**config.mk**
```make
export PLATFORM = sky130hd
export DESIGN_NAME = chalc_ctrl
export DESIGN_NICKNAME = d
export VERILOG_FILES = /design/src/rtl/compacting_handle_allocator_defines.svh /design/src/rtl/chalc_pkg.sv /design/src/rtl/chalc_ctrl.sv
export SDC_FILE = /design/constraint.sdc
export NUM_CORES = 1
export LEC_CHECK = 0
export CORE_AREA = 8 8 45 47
export DETAILED_ROUTE_END_ITERATION = 8
export DIE_AREA = 0 0 53 55
export DONT_BUFFER_PORTS = 1
export GPL_TIMING_DRIVEN = 0
export PLACE_DENSITY = 0.65
export SETUP_SLACK_MARGIN = 0.02
export SKIP_LAST_GASP = 1
export SLEW_MARGIN = 20
export SYNTH_ARGS = -nofsm -noshare
export SYNTH_HDL_FRONTEND = slang
export SYNTH_SLANG_ARGS = --single-unit
```
**constraint.sdc**
```tcl
create_clock -name clk_i -period 1.8 [get_ports clk_i]
set_input_delay 0.18 -clock clk_i [delete_from_list [all_inputs] [get_ports clk_i]]
set_output_delay 0.18 -clock clk_i [all_outputs]
set_load 0.01 [all_outputs]
```
**src/rtl/compacting_handle_allocator_defines.svh**
```systemverilog
// Assertion macros for the file that checks the allocator.
`ifndef COMPACTING_HANDLE_ALLOCATOR_DEFINES_SVH
`define COMPACTING_HANDLE_ALLOCATOR_DEFINES_SVH

// Same-cycle implication, checked outside reset.
`define CHALC_ASSERT_NOW(lbl, ante, cons, msg) \
  lbl: assert property (@(posedge clk_i) disable iff (!rst_ni) (ante) |-> (cons)) \
    else $error(msg);

// Next-cycle implication, checked outside reset.
`define CHALC_ASSERT_NEXT(lbl, ante, cons, msg) \
  lbl: assert property (@(posedge clk_i) disable iff (!rst_ni) (ante) |=> (cons)) \
    else $error(msg);

`endif

```
**src/rtl/chalc_pkg.sv**
```systemverilog
package chalc_pkg;

  localparam int WORD_BYTES = 8;
  localparam logic [16:0] BYTE_ROUND = 17'd7;
  localparam logic [16:0] BYTE_MASK  = 17'h7;

  localparam logic [1:0] OP_ALLOC = 2'd0;
  localparam logic [1:0] OP_FREE  = 2'd1;
  localparam logic [1:0] OP_WRITE = 2'd2;
  localparam logic [1:0] OP_READ  = 2'd3;

  localparam logic [2:0] ST_OK        = 3'd0;
  localparam logic [2:0] ST_ZERO_SIZE = 3'd1;
  localparam logic [2:0] ST_NO_SPACE  = 3'd2;
  localparam logic [2:0] ST_NO_HANDLE = 3'd3;
  localparam logic [2:0] ST_BAD_HANDLE = 3'd4;
  localparam logic [2:0] ST_BAD_OFFSET = 3'd5;

  // Commands from the controller to the datapath.
  typedef struct packed {
    logic       latch;
    logic       tbl_rd;
    logic       pos_rd;
    logic       words_ld;
    logic       scan_clr;
    logic       scan_inc;
    logic       alloc;
    logic       free_upd;
    logic       copy_start;
    logic       copy_run;
    logic       wr_word;
    logic       rd_word;
    logic       rd_ld;
    logic       set_st;
    logic [2:0] st_code;
    logic       load_out;
  } cmd_t;

  // Status from the datapath to the controller.
  typedef struct packed {
    logic [1:0] op;
    logic       req_zero;
    logic       no_space;
    logic       h_bad;
    logic       scan_hit;
    logic       scan_last;
    logic       off_bad;
    logic       copy_needed;
    logic       copy_done;
    logic       out_slot;
  } sts_t;

endpackage

```
**src/rtl/chalc_ctrl.sv**
```systemverilog
module chalc_ctrl (
  input  logic             clk_i,
  input  logic             rst_ni,
  input  logic             in_valid_i,
  output logic             in_ready_o,
  input  chalc_pkg::sts_t  sts_i,
  output chalc_pkg::cmd_t  cmd_o
);
  import chalc_pkg::*;

  localparam logic [3:0] S_IDLE   = 4'd0;
  localparam logic [3:0] S_DECODE = 4'd1;
  localparam logic [3:0] S_SCAN   = 4'd2;
  localparam logic [3:0] S_ALLOC  = 4'd3;
  localparam logic [3:0] S_POS    = 4'd4;
  localparam logic [3:0] S_WORDS  = 4'd5;
  localparam logic [3:0] S_EXEC   = 4'd6;
  localparam logic [3:0] S_RDATA  = 4'd7;
  localparam logic [3:0] S_COPY   = 4'd8;
  localparam logic [3:0] S_DONE   = 4'd9;

  logic [3:0] state_q, state_d;

  assign in_ready_o = (state_q == S_IDLE);

  always_comb begin
    state_d = state_q;
    cmd_o   = '0;
    unique case (state_q)
      S_IDLE: begin
        if (in_valid_i) begin
          cmd_o.latch = 1'b1;
          state_d     = S_DECODE;
        end
      end
      S_DECODE: begin
        if (sts_i.op == OP_ALLOC) begin
          if (sts_i.req_zero) begin
            cmd_o.set_st = 1'b1; cmd_o.st_code = ST_ZERO_SIZE; state_d = S_DONE;
          end else if (sts_i.no_space) begin
            cmd_o.set_st = 1'b1; cmd_o.st_code = ST_NO_SPACE; state_d = S_DONE;
          end else begin
            cmd_o.scan_clr = 1'b1; state_d = S_SCAN;
          end
        end else if (sts_i.h_bad) begin
          cmd_o.set_st = 1'b1; cmd_o.st_code = ST_BAD_HANDLE; state_d = S_DONE;
        end else begin
          cmd_o.tbl_rd = 1'b1; state_d = S_POS;
        end
      end
      S_SCAN: begin
        if (sts_i.scan_hit) begin
          state_d = S_ALLOC;
        end else if (sts_i.scan_last) begin
          cmd_o.set_st = 1'b1; cmd_o.st_code = ST_NO_HANDLE; state_d = S_DONE;
        end else begin
          cmd_o.scan_inc = 1'b1;
        end
      end
      S_ALLOC: begin
        cmd_o.alloc = 1'b1; state_d = S_DONE;
      end
      S_POS: begin
        cmd_o.pos_rd = 1'b1; state_d = S_WORDS;
      end
      S_WORDS: begin
        cmd_o.words_ld = 1'b1; state_d = S_EXEC;
      end
      S_EXEC: begin
        if (sts_i.op == OP_FREE) begin
          cmd_o.free_upd = 1'b1;
          if (sts_i.copy_needed) begin
            cmd_o.copy_start = 1'b1; state_d = S_COPY;
          end else begin
            state_d = S_DONE;
          end
        end else if (sts_i.off_bad) begin
          cmd_o.set_st = 1'b1; cmd_o.st_code = ST_BAD_OFFSET; state_d = S_DONE;
        end else if (sts_i.op == OP_WRITE) begin
          cmd_o.wr_word = 1'b1; state_d = S_DONE;
        end else begin
          cmd_o.rd_word = 1'b1; state_d = S_RDATA;
        end
      end
      S_RDATA: begin
        cmd_o.rd_ld = 1'b1; state_d = S_DONE;
      end
      S_COPY: begin
        if (sts_i.copy_done) begin
          state_d = S_DONE;
        end else begin
          cmd_o.copy_run = 1'b1;
        end
      end
      S_DONE: begin
        if (sts_i.out_slot) begin
          cmd_o.load_out = 1'b1; state_d = S_IDLE;
        end
      end
      default: state_d = S_IDLE;
    endcase
  end

  always_ff @(posedge clk_i or negedge rst_ni) begin
    if (!rst_ni) begin
      state_q <= S_IDLE;
    end else begin
      state_q <= state_d;
    end
  end

endmodule

```
==> out/summary.txt <==
CTS Buf Count: 3
Area Overhead vs Synth: 27.1%
status: finished, final reports clean
crit path capture type: output pin
Via density: 6.05
Worst Reg2Reg Path Length in Cells: 5
Root Buffer Master: clkbuf_4
GPL Wtd Cong: 0.816
Hold WS: 119 ps
Starting Density: 43.4%
global-route wire length before repair: 2.64 mm
FP Rows: 14
die area: 2920 um2
Most flops, register: state_q
final hold violation count: 0
final slew viol count: 0
synthesized cell area: 601 um2
WP buf/inv: 1
total grt overflow: 0
Die H: 55 um
DP Area: 621 um2
worst hold path depth: 2
1st-iter DRT viols: 22
Ant. Diodes: 0
IO buf count: 0
Worst Path Required: 1620 ps
Lkg Pwr: 0.306 nW
RR Startpoint: state_q[0]$_DFFE_PN0P_
syn_area_per_cell: 7.60 um2
Synth Flop Type: dfrtp_1
Largest regs: state_q: 4 flops
Synth Warn #: 0
DP HPWL: 1.35 mm
gr usage total: 11.4%
crit path launch type: flip-flop
Critical Path, Cell by Cell: buf_6 > nor4b_4 > nand2_2 > nor2_1 > a22o_1
CTS sink count: 4
slew margin rel.: 69.5%
Final ANT Viol Nets: 0
Core ar.: 1380 um2
cell family with most CP delay: simple AND/OR/NAND/NOR gates
initial antenna violation count: 0
RSZ-0062 raised after global routing: yes
Die Span X: 53 um
drt total wl: 1.70 mm
WL/cell: 16.6 um
layout cells sized above 1: 29.1%
power after layout: 1.05 mW
max reg flops: 4
worst skew pair latency: 240 ps
Worst IR Drop VDD: 595 uV
Crit Reg-Reg Endpoint: state_q[3]$_DFFE_PN0P_
CTS Buffer Depth: 2
DR pass1 iterations: 4
Final Critical Period: 1770 ps
vias in the first global route: 630
critical path startpoint: state_q[1]$_DFFE_PN0P_
clock skew: 0.305 ps
Placed Cells: 95
slowest CP cell: dfrtp_1
Power Density: 1380 nW/um2
largest net degree at the start of global routing: 11
critical setup path kind: flip-flop to output pin
max_cap viols: 0
Syn Nets: 93
CP arrival: 1590 ps
measured slew at the worst slew-check pin: 454 ps
Setup Viol. Count Final: 0
H-tree depth: 1
r2r setup slk: 240 ps
Place WS: 90.6 ps
Hold Crit Class: input pin to flip-flop
CTS tree: yes
Setup TNS: 0 ps
async set-reset flop share out of synthesis: 100%
FMAX: 565 MHz
final worst slack: 30.3 ps
Distinct cells, synth: 39
Remaining DRCs: 0
Synth Register Bits: 4
io pins: 33
final design area excluding fillers: 763 um2
final worst path period share: 98.3%
CP Max Fanout: 10
Cells after Synth: 79
Crit path depth: 5
Final #Nets: 102
critical path capture point: cmd_o[2]
Worst-path clk slew: 40 ps
fin util: 55.2%
post-route insts no fill: 102
DR vias: 617
EDFF count, synth: 0
sequential element share of the synthesized area: 16.7%
slowest cell delay on critical path: 390 ps
==> layer usage <==
| metal | track usage [%] | share of wire (%) |
|---|---|---|
| met1 | 11.5 | 36 |
| met2 | 19.7 | 48 |
| met3 | 7.22 | 16 |
| met4 | 2.59 | 0.35 |
| met5 | 0 | 0 |
==> layout make-up <==
type | instances | area (um2)
repair buffers | 4 | 32.5
multi-input cells | 68 | 532
inverters | 3 | 11.3
well taps | 16 | 20.0
fillers | 131 | 621
clock buffers | 3 | 22.5
flip-flops and latches | 4 | 100
plain buffers | 4 | 45.0
==> timing repair <==
action	in CTS	in global routing
resized for setup	6	13
pin swaps	4	5
setup endpoints to repair	7	9
buffers inserted	3	0
hold buffers	1	0
endpoints found under the hold margin	4	0
==> worst min-delay path by stage <==
stage	startpoint	endpoint	slack (ps)
floorplan	rst_ni	state_q[0]$_DFFE_PN0P_	-120
global placement	rst_ni	state_q[1]$_DFFE_PN0P_	-120
detailed placement	rst_ni	state_q[1]$_DFFE_PN0P_	-120
CTS	sts_i[5]	state_q[1]$_DFFE_PN0P_	130
global route	sts_i[5]	state_q[1]$_DFFE_PN0P_	160
finish	sts_i[5]	state_q[1]$_DFFE_PN0P_	120
==> cells in the mapped netlist (2+ instances only) <==
master	count	area, um2
nor2_1	8	30.0
nand2_1	6	22.5
nand2b_1	6	37.5
nor3_1	6	30.0
dfrtp_1	4	100
buf_6	3	33.8
inv_1	3	11.3
nand3_1	3	15.0
o21ai_0	3	15.0
a21oi_1	2	10.0
and2_1	2	12.5
and2b_1	2	15.0
nand3b_1	2	15.0
nor3b_1	2	15.0
o31a_1	2	17.5
or3_1	2	12.5
==> cells by family (layout without fill, tap and decap cells) <==
logic type	count (synthesis)	after routing	share of synthesized area, %
muxes	2	2	3.54
buffers and inverters	7	14	8.33
DFF	4	4	16.7
AOI/OAI and AO/OA	15	15	17.5
and+or+nand+nor	51	51	54.0
==> placed cells by master (no fill, tap or decap), drive strengths merged, types with 3 or more instances in the layout <==
cell type  synthesis  routed
nor2               8       8
buf                4       7
nand2b             6       6
nand2              6       6
nor3               6       6
dfrtp              4       4
o21ai              4       4
nand3              3       3
inv                3       3
clkbuf             0       3
or3                3       3
==> where the power goes <==
part / internal, mW / leakage (nW) / switching [mW] / total (mW)
Sequential: 0.130 / 0.0517 / 0.0350 / 0.165
Clock: 0.0746 / 0.0138 / 0.0375 / 0.112
Combinational: 0.361 / 0.241 / 0.411 / 0.772
Total: 0.566 / 0.306 / 0.483 / 1.05
Power figures use the tool's default switching activity.
